===== config.mk =====
export PLATFORM = sky130hd
export DESIGN_NAME = swa_cfg_flat
export DESIGN_NICKNAME = d
export VERILOG_FILES = /design/src/rtl/core/sliding_window_argmax_assert.svh /design/src/rtl/core/swa_pkg.sv /design/src/rtl/core/swa_if.sv /design/src/rtl/core/swa_cfg.sv /design/src/flat_wrapper.sv
export SDC_FILE = /design/constraint.sdc
export NUM_CORES = 1
export LEC_CHECK = 0
export ABC_AREA = 1
export ABC_CLOCK_PERIOD_IN_PS = 900
export BUFFER_PORTS_ARGS = -buffer_cell sky130_fd_sc_hd__buf_2
export CAP_MARGIN = 0
export CORE_ASPECT_RATIO = 1.5
export CORE_MARGIN = 8
export CORE_UTILIZATION = 33
export CTS_CLUSTER_SIZE = 40
export DETAILED_ROUTE_END_ITERATION = 12
export GPL_TIMING_DRIVEN = 0
export HOLD_SLACK_MARGIN = 0.06
export PLACE_DENSITY_LB_ADDON = 0.05
export SKIP_LAST_GASP = 1
export SYNTH_ARGS = -nofsm -noshare
export SYNTH_HDL_FRONTEND = slang
export SYNTH_SLANG_ARGS = --single-unit

===== constraint.sdc =====
create_clock -name clk_i -period 0.9 [get_ports clk_i]
set_clock_uncertainty 0.1 [all_clocks]
set_input_delay 0.045 -clock clk_i [delete_from_list [all_inputs] [get_ports clk_i]]
set_output_delay 0.045 -clock clk_i [all_outputs]
set_load 0.02 [all_outputs]

===== src/rtl/core/sliding_window_argmax_assert.svh =====
// Assertion macros for the sliding window argmax block.
// Each macro checks on the rising clock edge and is disabled while reset is low.
`ifndef SLIDING_WINDOW_ARGMAX_ASSERT_SVH
`define SLIDING_WINDOW_ARGMAX_ASSERT_SVH
`ifndef ASSERT_OFF
`define SWA_ASSERT(lbl, clk, rstn, prop, msg) \
  lbl: assert property (@(posedge clk) disable iff (!rstn) prop) else $error(msg);
`define SWA_ASSERT_NEXT(lbl, clk, rstn, pre, post, msg) \
  lbl: assert property (@(posedge clk) disable iff (!rstn) (pre) |=> (post)) else $error(msg);
`else
`define SWA_ASSERT(lbl, clk, rstn, prop, msg)
`define SWA_ASSERT_NEXT(lbl, clk, rstn, pre, post, msg)
`endif
`endif


===== src/rtl/core/swa_pkg.sv =====
`default_nettype none

package swa_pkg;

  // Default sizes of the window store and of one sample.
  localparam int unsigned MAX_WINDOW_DEF  = 64;
  localparam int unsigned SAMPLE_BITS_DEF = 32;

  // Field widths fixed by the register map and the result word.
  localparam int unsigned COUNT_BITS    = 7;
  localparam int unsigned RESULT_BITS   = 32;
  localparam int unsigned CFG_IDX_BITS  = 8;
  localparam int unsigned CFG_DATA_BITS = 32;

  // The series count saturates here.
  localparam logic [COUNT_BITS-1:0] COUNT_LIMIT = 7'd127;

  // Register reset values.
  localparam logic [COUNT_BITS-1:0] WINDOW_LENGTH_RST = 7'd64;
  localparam logic [COUNT_BITS-1:0] LEAST_COUNT_RST   = 7'd1;

  // Register indexes.
  localparam logic [CFG_IDX_BITS-1:0] CFG_WINDOW_LENGTH = 8'd0;
  localparam logic [CFG_IDX_BITS-1:0] CFG_PARTIAL_MODE  = 8'd1;
  localparam logic [CFG_IDX_BITS-1:0] CFG_LEAST_COUNT   = 8'd2;
  localparam logic [CFG_IDX_BITS-1:0] CFG_FILL_VALUE    = 8'd3;

  // Configuration as seen by the datapath.
  typedef struct packed {
    logic [COUNT_BITS-1:0]         window_length;
    logic                          partial_mode;
    logic [COUNT_BITS-1:0]         least_count;
    logic signed [RESULT_BITS-1:0] fill_value;
  } cfg_t;

  // Sequencer states.
  typedef enum logic {
    SWA_IDLE,
    SWA_SCAN
  } swa_state_e;

endpackage

`default_nettype wire


===== src/rtl/core/swa_if.sv =====
`default_nettype none


// Register write channel.
interface swa_cfg_if;
  logic                              valid;
  logic                              ready;
  logic [swa_pkg::CFG_IDX_BITS-1:0]  reg_index;
  logic [swa_pkg::CFG_DATA_BITS-1:0] wdata;

  modport source (output valid, output reg_index, output wdata, input ready);
  modport sink (input valid, input reg_index, input wdata, output ready);
endinterface

`default_nettype wire


===== src/rtl/core/swa_cfg.sv =====
`default_nettype none

module swa_cfg (
  input  wire logic    clk_i,
  input  wire logic    rst_ni,
  swa_cfg_if.sink      cfg_i,
  output swa_pkg::cfg_t cfg_o
);

  swa_pkg::cfg_t cfg_q;

  // Writes are always taken.
  assign cfg_i.ready = 1'b1;

  // Register file; indexes beyond the map are ignored.
  always_ff @(posedge clk_i or negedge rst_ni) begin
    if (!rst_ni) begin
      cfg_q.window_length <= swa_pkg::WINDOW_LENGTH_RST;
      cfg_q.partial_mode  <= 1'b0;
      cfg_q.least_count   <= swa_pkg::LEAST_COUNT_RST;
      cfg_q.fill_value    <= '0;
    end else if (cfg_i.valid) begin
      case (cfg_i.reg_index)
        swa_pkg::CFG_WINDOW_LENGTH: begin
          cfg_q.window_length <= cfg_i.wdata[swa_pkg::COUNT_BITS-1:0];
        end
        swa_pkg::CFG_PARTIAL_MODE: begin
          cfg_q.partial_mode <= cfg_i.wdata[0];
        end
        swa_pkg::CFG_LEAST_COUNT: begin
          cfg_q.least_count <= cfg_i.wdata[swa_pkg::COUNT_BITS-1:0];
        end
        swa_pkg::CFG_FILL_VALUE: begin
          cfg_q.fill_value <= $signed(cfg_i.wdata[swa_pkg::RESULT_BITS-1:0]);
        end
        default: begin
        end
      endcase
    end
  end

  assign cfg_o = cfg_q;

endmodule

`default_nettype wire


===== src/flat_wrapper.sv =====
// flat-port wrapper written by rule: the top's interface ports become plain ports
module swa_cfg_flat 
  (clk_i, rst_ni, cfg_o, cfg_i_valid, cfg_i_reg_index, cfg_i_wdata, cfg_i_ready);
  swa_cfg_if cfg_i_i ();
  input  wire logic clk_i;
  input  wire logic rst_ni;
  output swa_pkg::cfg_t cfg_o;
  input wire logic [$bits(cfg_i_i.valid)-1:0] cfg_i_valid;
  input wire logic [$bits(cfg_i_i.reg_index)-1:0] cfg_i_reg_index;
  input wire logic [$bits(cfg_i_i.wdata)-1:0] cfg_i_wdata;
  output wire logic [$bits(cfg_i_i.ready)-1:0] cfg_i_ready;
  assign cfg_i_i.valid = cfg_i_valid;
  assign cfg_i_i.reg_index = cfg_i_reg_index;
  assign cfg_i_i.wdata = cfg_i_wdata;
  assign cfg_i_ready = cfg_i_i.ready;
  swa_cfg u_core (.clk_i(clk_i), .rst_ni(rst_ni), .cfg_i(cfg_i_i), .cfg_o(cfg_o));
endmodule

Word-level counts from Yosys, hierarchy flattened
Index checks and enable logic that the tools add are counted.

Register bits after elaboration: 47. Input port bits: 43.

Eq/ne operators: 3. Reductions and logical operators: 5.

Operators with widths (number): equality test 8 x 2 -> 1 bit, second input constant (2); equality test 8 x 1 -> 1 bit, second input constant (1); logical NOT 8 bit (1); AND reduction 2 bit (4).

Logic depth before layout (Yosys ltp)
Depth after elaboration: 2. Gate-level depth with buffers: 7. Depth with buffers taken out: 6.

Worst setup path after synthesis
Ideal clock, no wire load.

Path type: input to register. Start: input port cfg_i_reg_index[7]. End: register u_core.cfg_q, in the netlist u_core.cfg_o[0]. Arrival time: 0.747 ns. Path slack: -0.064 ns. Cell stages on the path: 7. Buffers on the path: 1. Cell sequence: nor2_1 -> nand2_2 -> nor2_4 -> nand2_2 -> buf_6 -> nand2_1 -> nand2_1.

Longest elaborated chain between the ends: 2.

Ends and longest elaborated chain: start: declaration (line flat_wrapper.sv:9) `input wire logic [$bits(cfg_i_i.reg_index)-1:0] cfg_i_reg_index;`; equality test 8 x 2 -> 1 bit (line swa_cfg.sv:23) `case (cfg_i.reg_index)`; AND reduction 2 bit (no source line); end: declaration (line swa_cfg.sv:10) `swa_pkg::cfg_t cfg_q;`.

Every way passes these cells. A chain may end at the register's enable or synchronous reset.

Worst setup path in the final report
Start: register u_core.cfg_q, in the netlist u_core.cfg_o[46]. End: output port cfg_o[46] (netlist bit).

RTL lines: end: declaration (line flat_wrapper.sv:7) `output swa_pkg::cfg_t cfg_o;`.

No word-level cell between the ends.

==> flow_summary.ini <==
[setup_path]
crit_path_cell_chain = buf_6
crit_type = flop to primary output
critical_path.top_delay_family = flip-flops
crit_path_end_kind = primary output
arrival_ps = 960
timing.critical_path.buf_inv = 1
slowest_delay_ps = 550
critPathMaxFanout = 2
timing.critical_path.required_ps = 750
cp-start-kind = flop
cp_slowest_cell = dfstp_2

[sta]
finalCriticalPeriod_ps = 1110
report.final.hold_viol_count = 47
period_share_pct = 123
max_freq_mhz = 901
setup_viol_count_final = 63
setup_ws_ps = -210
timing_max_transition_violations_final = 0
finalSetupTns_ps = -3970
minimum_hold_slack_ps = -320
timing.slew.headroom_pct = 56.8
worst_slew_pin_slew_ps = 649
grt_setup_unrepaired = yes

[clock_tree]
cts.clk_slew.worst_paths_ps = 80
tritoncts_num_sinks = 47
cts-htree-levels = 2
cts_inserted_buffers = 5
clockRootBuffer = clkbuf_8
clock_tree.buffer_depth = 2
cts_tree = yes
clk_latency_ps = 290

[status]
outcome = finished with violations
failing_checks = hold timing, setup timing

[logic_synthesis]
post_synth_main_area_contributors = dfrtp_1 (56%), nand2_1 (19%), nand3_1 (12%)
synth_top_area_share_pct = 56.2
post_synth_inst_count = 228
yosysTopAreaCell = dfrtp_1
ys_seq_area_share_pct = 58.8
synth_area_per_cell_sq_um = 8.79
synth.ff_latch_count = 47
netlist_area_sq_um = 2000
synthesis.yosys.warnings = 0
synth.net_count = 271
post_synth_num_cell_types = 15

[power_and_ir_drop]
pwr_density_cell_nw_per_um2 = 1210
power.combinational.fraction_pct = 20.6
switchingPower_w = 0.00116
static-leakage-power_nw = 1.99
netSwitchingFraction_pct = 26.3
pwr-share-clk_pct = 27.4
power.share.sequential_pct = 52.0
ir_worst_vdd_v = 0.000670
p_int_w = 0.00325

[grt]
grt_antenna_before_repair = 0
grt_max_degree = 48
globalRouteOverflowTotal = 0
grt_pass1_vias = 1996
grt_first_pass_wirelength_um = 9740
grt_use_total_pct = 13.5

[routing]
totalWireLength_um = 6260
num_vias = 2028
drt-vias-per-instance = 4.43
drt-wirelength-per-cell_um = 13.7
drt_pass1_iterations = 4
antenna_violating_nets_post_route = 0
drt_iter0_drc = 90
route.detailed.drc = 0

[floorplan]
initial_core_util_pct = 33.4
die_height_um = 111
row_cnt = 35
fp.coreArea_sq_um = 6000
floorplan.die_area_sq_um = 8870
dieWidth_um = 79.6
boundaryPins = 91

[layout]
largest_reg_flops = 47
numnets_final = 426
drive_above_1_share_pct = 45.8
final_core_utilization_pct = 61.0
syn_to_final_growth_pct = 82.8
n_antenna_cell = 0

[place]
globalplace.congestion = 0.774
port_buffers = 89
post-dp-hpwl_um = 4170
pre_cts_slack_ps = -283

[hold_path]
hp-class = input port to async pin

[run]
maxCapViolations = 0
[power by group through the flow]
stage / logic [W] / registers [W] / clock network, W
final: 0.000911 / 0.00229 / 0.00121
after global routing: 0.000989 / 0.00231 / 0.00133
after CTS: 0.000848 / 0.00229 / 0.00127
after detailed placement: 0.000584 / 0.00230 / 0
after global placement: 0.000582 / 0.00230 / 0
after floorplan: 0.000147 / 0.00243 / 0
[path summary, 6_finish.rpt]
check                                                  start                           end  slack, ps  cells after the start
max in group asynchronous                             rst_ni  u_core.cfg_o[31]$_DFFE_PN0P_        570                      1
worst min register to register  u_core.cfg_o[32]$_DFFE_PN1P_  u_core.cfg_o[32]$_DFFE_PN1P_        380                      2
min in group clk_i                        cfg_i_reg_index[3]  u_core.cfg_o[39]$_DFFE_PN0P_        -10                      6
worst min-delay path                                  rst_ni  u_core.cfg_o[16]$_DFFE_PN0P_       -320                      1
worst max-delay path            u_core.cfg_o[46]$_DFFE_PN1P_                     cfg_o[46]       -210                      1
worst max register to register   u_core.cfg_o[2]$_DFFE_PN0P_   u_core.cfg_o[2]$_DFFE_PN0P_        -30                      4
[repair_timing]
action,CTS,global route
pin swaps,0,5
resized for setup,94,48
cloned,0,3
hold buffers,32,1
hold endpoints to repair,92,49
setup endpoints to repair,47,78
buffers inserted,13,10
[cell type report]
class                           instances  area (sq um)
Sequential cell                        47          1180
Inverter                                7          26.3
Tap cell                               74          92.6
Buffer                                 12           105
Timing Repair Buffer                  148          1330
Clock buffer                            8          80.1
Multi-Input combinational cell        162           847
Fill cell                             526          2340
[layer usage]
metal	wire length, um	track usage (%)	vias up	share of wire, %
met2	3270	22.5	58	52
met4	70	4.10	0	1.1
met1	2510	16.0	937	40
met3	413	3.95	5	6.6
met5	0	0	-	0
li1	-	-	1028	-
[layout by cell type (no fill, tap or decap), drive strengths merged]
cell	instances
dfrtp	45
inv	7
nand3	48
nor2	9
nand2	104
clkbuf	14
dfstp	2
buf	121
dlygate4sd3	33
conb	1
[synth_stat cells]
| cell | n |
|---|---|
| nand2_1 | 99 |
| nand3_1 | 48 |
| dfrtp_1 | 45 |
| inv_1 | 6 |
| nand2_2 | 5 |
| nor2_1 | 5 |
| buf_4 | 4 |
| buf_6 | 4 |
| nor2_4 | 3 |
| buf_2 | 2 |
| clkbuf_1 | 2 |
| dfstp_2 | 2 |
| conb_1 | 1 |
| inv_2 | 1 |
| nor2_2 | 1 |
[through the flow]
stage               std cells  hold slack, ps  instance area [sq um]  total power, W
floorplan                 228            -351                   2030         0.00258
global placement          391             175                   2570         0.00288
detailed placement        391             181                   2570         0.00289
CTS                       444            -128                   3360         0.00441
global route              458            -254                   3660         0.00463
finish                    458            -320                   3660         0.00442
[logic make-up after synthesis]
| family | share of synthesized area [%] |
|---|---|
| buffers and inverters | 5.93 |
| DFF | 58.8 |
| other | 0.187 |
| and+or+nand+nor | 35.0 |
(Power assumes the default switching activity.)
