**config.mk**
```make
export PLATFORM = sky130hd
export DESIGN_NAME = swa_cell
export DESIGN_NICKNAME = d
export VERILOG_FILES = /design/src/rtl/core/sliding_window_argmax_assert.svh /design/src/rtl/core/swa_pkg.sv /design/src/rtl/core/swa_cell.sv
export SDC_FILE = /design/constraint.sdc
export NUM_CORES = 1
export LEC_CHECK = 0
export ABC_AREA = 1
export BUFFER_PORTS_ARGS = -buffer_cell sky130_fd_sc_hd__buf_2
export CAP_MARGIN = 20
export CELL_PAD_IN_SITES_DETAIL_PLACEMENT = 1
export CELL_PAD_IN_SITES_GLOBAL_PLACEMENT = 1
export CORE_MARGIN = 3
export CORE_UTILIZATION = 36
export DETAILED_ROUTE_END_ITERATION = 8
export PLACE_DENSITY = 0.87
export SYNTH_ARGS = -nofsm -noshare
export SYNTH_HDL_FRONTEND = slang
export SYNTH_SLANG_ARGS = --single-unit
```
**constraint.sdc**
```tcl
create_clock -name clk_i -period 3 [get_ports clk_i]
set_input_delay 0.3 -clock clk_i [delete_from_list [all_inputs] [get_ports clk_i]]
set_output_delay 0.3 -clock clk_i [all_outputs]
set_load 0.01 [all_outputs]
```
**src/rtl/core/sliding_window_argmax_assert.svh**
```systemverilog
// Assertion macros for the sliding window argmax block.
// Each macro checks on the rising clock edge and is disabled while reset is low.
`ifndef SLIDING_WINDOW_ARGMAX_ASSERT_SVH
`define SLIDING_WINDOW_ARGMAX_ASSERT_SVH
`ifndef ASSERT_OFF
`define SWA_ASSERT(lbl, clk, rstn, prop, msg) \
  lbl: assert property (@(posedge clk) disable iff (!rstn) prop) else $error(msg);
`define SWA_ASSERT_NEXT(lbl, clk, rstn, pre, post, msg) \
  lbl: assert property (@(posedge clk) disable iff (!rstn) (pre) |=> (post)) else $error(msg);
`else
`define SWA_ASSERT(lbl, clk, rstn, prop, msg)
`define SWA_ASSERT_NEXT(lbl, clk, rstn, pre, post, msg)
`endif
`endif

```
**src/rtl/core/swa_pkg.sv**
```systemverilog
`default_nettype none

package swa_pkg;

  // Default sizes of the window store and of one sample.
  localparam int unsigned MAX_WINDOW_DEF  = 64;
  localparam int unsigned SAMPLE_BITS_DEF = 32;

  // Field widths fixed by the register map and the result word.
  localparam int unsigned COUNT_BITS    = 7;
  localparam int unsigned RESULT_BITS   = 32;
  localparam int unsigned CFG_IDX_BITS  = 8;
  localparam int unsigned CFG_DATA_BITS = 32;

  // The series count saturates here.
  localparam logic [COUNT_BITS-1:0] COUNT_LIMIT = 7'd127;

  // Register reset values.
  localparam logic [COUNT_BITS-1:0] WINDOW_LENGTH_RST = 7'd64;
  localparam logic [COUNT_BITS-1:0] LEAST_COUNT_RST   = 7'd1;

  // Register indexes.
  localparam logic [CFG_IDX_BITS-1:0] CFG_WINDOW_LENGTH = 8'd0;
  localparam logic [CFG_IDX_BITS-1:0] CFG_PARTIAL_MODE  = 8'd1;
  localparam logic [CFG_IDX_BITS-1:0] CFG_LEAST_COUNT   = 8'd2;
  localparam logic [CFG_IDX_BITS-1:0] CFG_FILL_VALUE    = 8'd3;

  // Configuration as seen by the datapath.
  typedef struct packed {
    logic [COUNT_BITS-1:0]         window_length;
    logic                          partial_mode;
    logic [COUNT_BITS-1:0]         least_count;
    logic signed [RESULT_BITS-1:0] fill_value;
  } cfg_t;

  // Sequencer states.
  typedef enum logic {
    SWA_IDLE,
    SWA_SCAN
  } swa_state_e;

endpackage

`default_nettype wire

```
**src/rtl/core/swa_cell.sv**
```systemverilog
`default_nettype none

module swa_cell #(
  parameter int unsigned MAX_WINDOW  = swa_pkg::MAX_WINDOW_DEF,
  parameter int unsigned SAMPLE_BITS = swa_pkg::SAMPLE_BITS_DEF,
  parameter int unsigned CELL_IDX    = 0
) (
  input  wire logic                                  clk_i,
  input  wire logic                                  shift_i,
  input  wire logic signed [SAMPLE_BITS-1:0]         sample_i,
  output logic signed [SAMPLE_BITS-1:0]              sample_o,
  input  wire logic [swa_pkg::COUNT_BITS-1:0]        n_i,
  input  wire logic                                  tok_have_i,
  input  wire logic signed [SAMPLE_BITS-1:0]         tok_key_i,
  input  wire logic [$clog2(MAX_WINDOW)-1:0]         tok_age_i,
  output logic                                       tok_have_o,
  output logic signed [SAMPLE_BITS-1:0]              tok_key_o,
  output logic [$clog2(MAX_WINDOW)-1:0]              tok_age_o
);

  localparam int unsigned AGE_BITS = $clog2(MAX_WINDOW);

  logic signed [SAMPLE_BITS-1:0] smp_q;
  logic                          tok_have_q, tok_have_d;
  logic signed [SAMPLE_BITS-1:0] tok_key_q, tok_key_d;
  logic [AGE_BITS-1:0]           tok_age_q, tok_age_d;
  logic                          active;
  logic                          take;

  // Sample slot: shifts toward older positions when a word is accepted.
  always_ff @(posedge clk_i) begin
    if (shift_i) begin
      smp_q <= sample_i;
    end
  end

  // This cell lies inside the current window.
  assign active = (32'(n_i) > CELL_IDX);

  // Strictly greater replaces the best, so ties stay with the newer sample.
  assign take       = active && (!tok_have_i || (smp_q > tok_key_i));
  assign tok_have_d = tok_have_i || active;
  assign tok_key_d  = take ? smp_q : tok_key_i;
  assign tok_age_d  = take ? AGE_BITS'(CELL_IDX) : tok_age_i;

  // The running best is handed to the next older cell every cycle.
  always_ff @(posedge clk_i) begin
    tok_have_q <= tok_have_d;
    tok_key_q  <= tok_key_d;
    tok_age_q  <= tok_age_d;
  end

  assign sample_o   = smp_q;
  assign tok_have_o = tok_have_q;
  assign tok_key_o  = tok_key_q;
  assign tok_age_o  = tok_age_q;

endmodule

`default_nettype wire

```
======== Yosys cells after proc, flatten, opt, wreduce, memory -nomap -nowiden ========
Cells that the tools add are included.
storage, ports and cells
  bits of input ports ..................... 80
  word-level logic and storage cells ...... 11
  flip-flop bits (word level) ............. 71
  output and inout bits ................... 71
operators by class
  reduce and logical (&&, ||, !) cells .... 4
  multiplexer cells ....................... 1
  order comparisons ....................... 2
operators by type and width
  operator                                                        count
  greater-than comparator 32 bit                                  1
  2-to-1 mux 32 bit                                               1
  greater-than comparator 7 x 1 -> 1 bit (second input constant)  1
  logical OR 1 bit                                                2
  logical AND 1 bit                                               1
  zero test 1 bit                                                 1

======== Depth between registers and ports, before layout ========
  depth in word-level cells ............... 4
  depth in mapped cells ................... 20
  depth with buffers taken out ............ 19

======== Worst setup path before layout ========
No wires, ideal clock.
  path kind ............................... reg2reg
  from .................................... register smp_q[31] (netlist: sample_o[31])
  to ...................................... register tok_key_q[11] (netlist: tok_key_o[11])
  required time ........................... 2.888 ns
  buffers on the path ..................... 2
  clock period less this slack ............ 1.964 ns
  setup time .............................. 0.112 ns
  cell stages (with the launch flop) ...... 13
  arrival time ............................ 1.852 ns
  slack ................................... 1.036 ns
  cells stage by stage .................... edfxtp_1 ha_1 a21oi_1 o21a_1 nand2_1 a21oi_1 nand3_1 nand3_2 nand2_4 buf_12 buf_12 nand3_2 nand2_1
on the way
  word-level cells in the longest chain between the ends .. 4
RTL lines
  what                            RTL line        text
  start: declaration              swa_cell.sv:23  logic signed [SAMPLE_BITS-1:0] smp_q;
  start signal: assignment        swa_cell.sv:33  smp_q <= sample_i;
  greater-than comparator 32 bit  swa_cell.sv:41  assign take = active && (!tok_have_i || (smp_q > tok_key_i));
  logical OR 1 bit                swa_cell.sv:41
  logical AND 1 bit               swa_cell.sv:41
  2-to-1 mux 32 bit               swa_cell.sv:43  assign tok_key_d = take ? smp_q : tok_key_i;
  via tok_key_d[11]               swa_cell.sv:25  logic signed [SAMPLE_BITS-1:0] tok_key_q, tok_key_d;
  end signal: assignment          swa_cell.sv:49  tok_key_q <= tok_key_d;
  end: declaration                swa_cell.sv:25
The timed path passes the listed nets, and every way through them passes these cells.
A chain may end at the register's enable or synchronous reset.

======== Worst setup path after layout ========
  from .................................... register smp_q[27] (netlist: sample_o[27])
  to ...................................... register tok_key_q[26] (netlist: tok_key_o[26])
Same word-level chain as after synthesis.

==> flow_metrics.env <==
export IMPL_worst_slew_pin_slew_ns=0.784
export IMPL_layout_common_cells="150 x buf_2, 100 x nand2_1, 40 x inv_1"
export IMPL_syn_num_nets=445
export IMPL_cts_resized_gates=0
export IMPL_slowest_delay_ns=0.43
export IMPL_cap_violations=0
export IMPL_wl_per_cell_microns=15.5
export IMPL_ctsHoldBuffers=0
export IMPL_viasPerCell=4.72
export IMPL_first_pass_iters=4
export IMPL_final_max_slew_viol_count=0
export IMPL_antenna_cells=0
export IMPL_clock_skew_final_ns=0.0111
export IMPL_finalHoldViolCount=0
export IMPL_grt_pass1_vias=3056
export IMPL_drive_gt1_frac=0.369
export IMPL_ir_drop_mv=0.289
export IMPL_vias=2820
export IMPL_rows=34
export IMPL_wl_mm=9.30
export IMPL_cpMostUsedCell="nand2_1"
export IMPL_synth_area_sq_um=3250
export IMPL_ys_warn_count=0
export IMPL_cts_tree="done"
export IMPL_synthArstFlopShare=0
export IMPL_dieWidth_microns=101
export IMPL_worst_hold_path_type="in -> reg"
export IMPL_track_usage=0.183
export IMPL_start_util=0.372
export IMPL_clockBufferDepth=2
export IMPL_crit_family="simple AND/OR/NAND/NOR gates"
export IMPL_finalCritPeriodShare=0.842
export IMPL_status="finished clean"
export IMPL_io_pins=151
export IMPL_seq_area_frac_synth=0.536
export IMPL_slew_headroom=0.477
export IMPL_path_cells="ha_1 > a21oi_1 > o21ai_0 > nand2_1 > nand2_1 > a21oi_1 > nand2_1 > nand2_1 > nand3_2 > nand2_4 > nand2_4 > nand2_1 > nand2_1"
export IMPL_cp_arrival_ns=2.75
export IMPL_finalSetupViolations=0
export IMPL_die_area_sq_um=10200
export IMPL_synth_edf_count=32
export IMPL_drc=0
export IMPL_cp_start_kind="register"
export IMPL_drtIter0Drc=62
export IMPL_antenna_found_initial=0
export IMPL_clock_sinks=71
export IMPL_io_buffers=150
export IMPL_clk_pin_slew_ns=0.08
export IMPL_grt_ovfl_total=0
export IMPL_worstPathMaxFanout=32
export IMPL_postCtsSetupBuffers=0
export IMPL_synthMuxAreaShare=0
export IMPL_synth_cell_types=24
export IMPL_synth_top_family_by_area="simple AND/OR/NAND/NOR gates"
export IMPL_max_freq_ghz=0.396
export IMPL_clock_latency_ns=0.34
export IMPL_rsz0062_at_grt="no"
export IMPL_fin_crit_ns=2.53
export IMPL_ys_ff_latch=71
export IMPL_worst_path_buf_inv=0
export IMPL_crit_required_ns=3.23
export IMPL_cts_root_buf="clkbuf_8"
export IMPL_fin_setup_tns_ns=0
export IMPL_die_height_microns=101
export IMPL_synthSimpleGateAreaFrac=0.219
export IMPL_synth_compound_area_share=0.0455
export IMPL_ant_nets=0
export IMPL_layout_commonest_cell="buf_2"
export IMPL_p_leak_nw=2.28
export IMPL_cp_end_kind="register"
export IMPL_synth_xor_area_frac=0
export IMPL_grt_max_degree=33
export IMPL_htree_levels=3
export IMPL_worst_path_max_delay_cell="edfxtp_1"
export IMPL_crit_type="reg -> reg"
export IMPL_cellPowerDensity_nw_per_um2=571
export IMPL_numCtsBuffers=9
export IMPL_grt_pass1_wl_mm=14.5
export IMPL_place_congestion=0.742
export IMPL_synth_fa_ha_area_frac=0.123
export IMPL_synthToLayoutAreaGrowth_pct=30.5
export IMPL_fp_coreArea_sq_um=8720
export IMPL_ys_flop_type="dfxtp_1"
export IMPL_syn_area_per_cell_sq_um=9.75
export IMPL_nets=597
export IMPL_hpwl_mm=7.33
export IMPL_utilization=0.486
export IMPL_synth_cells=333
==> sequential cells by signal (all words and copies together) (netlist names) <==
register,flops
sample_o,32
tok_key_o,32
tok_age_o,6
tok_have_o,1
==> worst register-to-register path: cells and delay by family (launching register included) <==
kind / cells / cell delay, ns
DFF: 1 / 0.43
and+or+nand+nor: 9 / 1.14
AOI/OAI and AO/OA: 3 / 0.48
adders and majority gates: 1 / 0.35
==> path summary, 6_finish.rpt <==
| kind | startpoint | end | slack, ns | cells past startpoint |
|---|---|---|---|---|
| worst max-delay path | sample_o[27] | tok_key_o[26] | 0.47 | 13 |
| worst min-delay path | sample_i[6] | sample_o[6] | 0.14 | 1 |
| worst max register to register | sample_o[27] | tok_key_o[26] | 0.47 | 13 |
| worst min register to register | sample_o[31] | tok_key_o[31] | 0.54 | 2 |
==> final cells by class <==
type                            count  area (sq um)
Clock buffer                       12           135
Sequential cell                    71          1740
Clock inverter                      4          46.3
Fill cell                        1077          4480
Tap cell                          108           135
Timing Repair Buffer              152           766
Multi-Input combinational cell    211          1260
Inverter                           40           150
==> metrics by stage <==
stage          cells  hold slack (ns)  cell area, sq um  power, mW  setup WS (ns)
6_report         598            0.135              4240       2.42          0.474
5_1_grt          598            0.114              4240       2.56          0.242
4_1_cts          598            0.116              4240       2.45          0.452
3_5_place_dp     582            0.479              4060       1.72          0.474
3_3_place_gp     582            0.476              4060       1.69          0.555
2_1_floorplan    333            0.399              3250       1.49           1.04
==> per-layer routing <==
layer / routed length (microns) / track usage / part of all wire
met2: 5030 / 0.348 / 0.54
met5: 0 / 0 / 0
met1: 3530 / 0.191 / 0.38
met3: 445 / 0.0346 / 0.048
met4: 295 / 0.0890 / 0.032
==> synthesized netlist by cell type, types with 2 or more instances <==
library cell	n	area, sq um
nand4_1	3	18.8
buf_2	5	25.0
nor3_1	2	10.0
clkbuf_1	2	7.51
inv_1	40	150
edfxtp_1	32	961
o21ai_0	2	10.0
buf_12	2	40.0
nand3_1	24	120
dfxtp_1	39	781
nand2_1	101	379
nor2_1	7	26.3
nand2_4	2	22.5
a21oi_1	14	70.1
o21a_1	2	15.0
a21boi_0	6	45.0
ha_1	32	400
nand3_2	11	110
nor2_2	2	12.5
==> power breakdown <==
group / switching (mW) / internal (mW) / total [mW]
clock network: 0.347 / 0.382 / 0.728
logic: 0.299 / 0.212 / 0.511
registers: 0.0502 / 1.13 / 1.18
total: 0.696 / 1.72 / 2.42
==> kinds of logic after synthesis <==
group / count (synthesis)
compound gates: 25
fa+ha+maj: 32
buf+inv: 51
flops: 71
simple gates: 154
No activity file was read; power rests on OpenSTA's default activity.
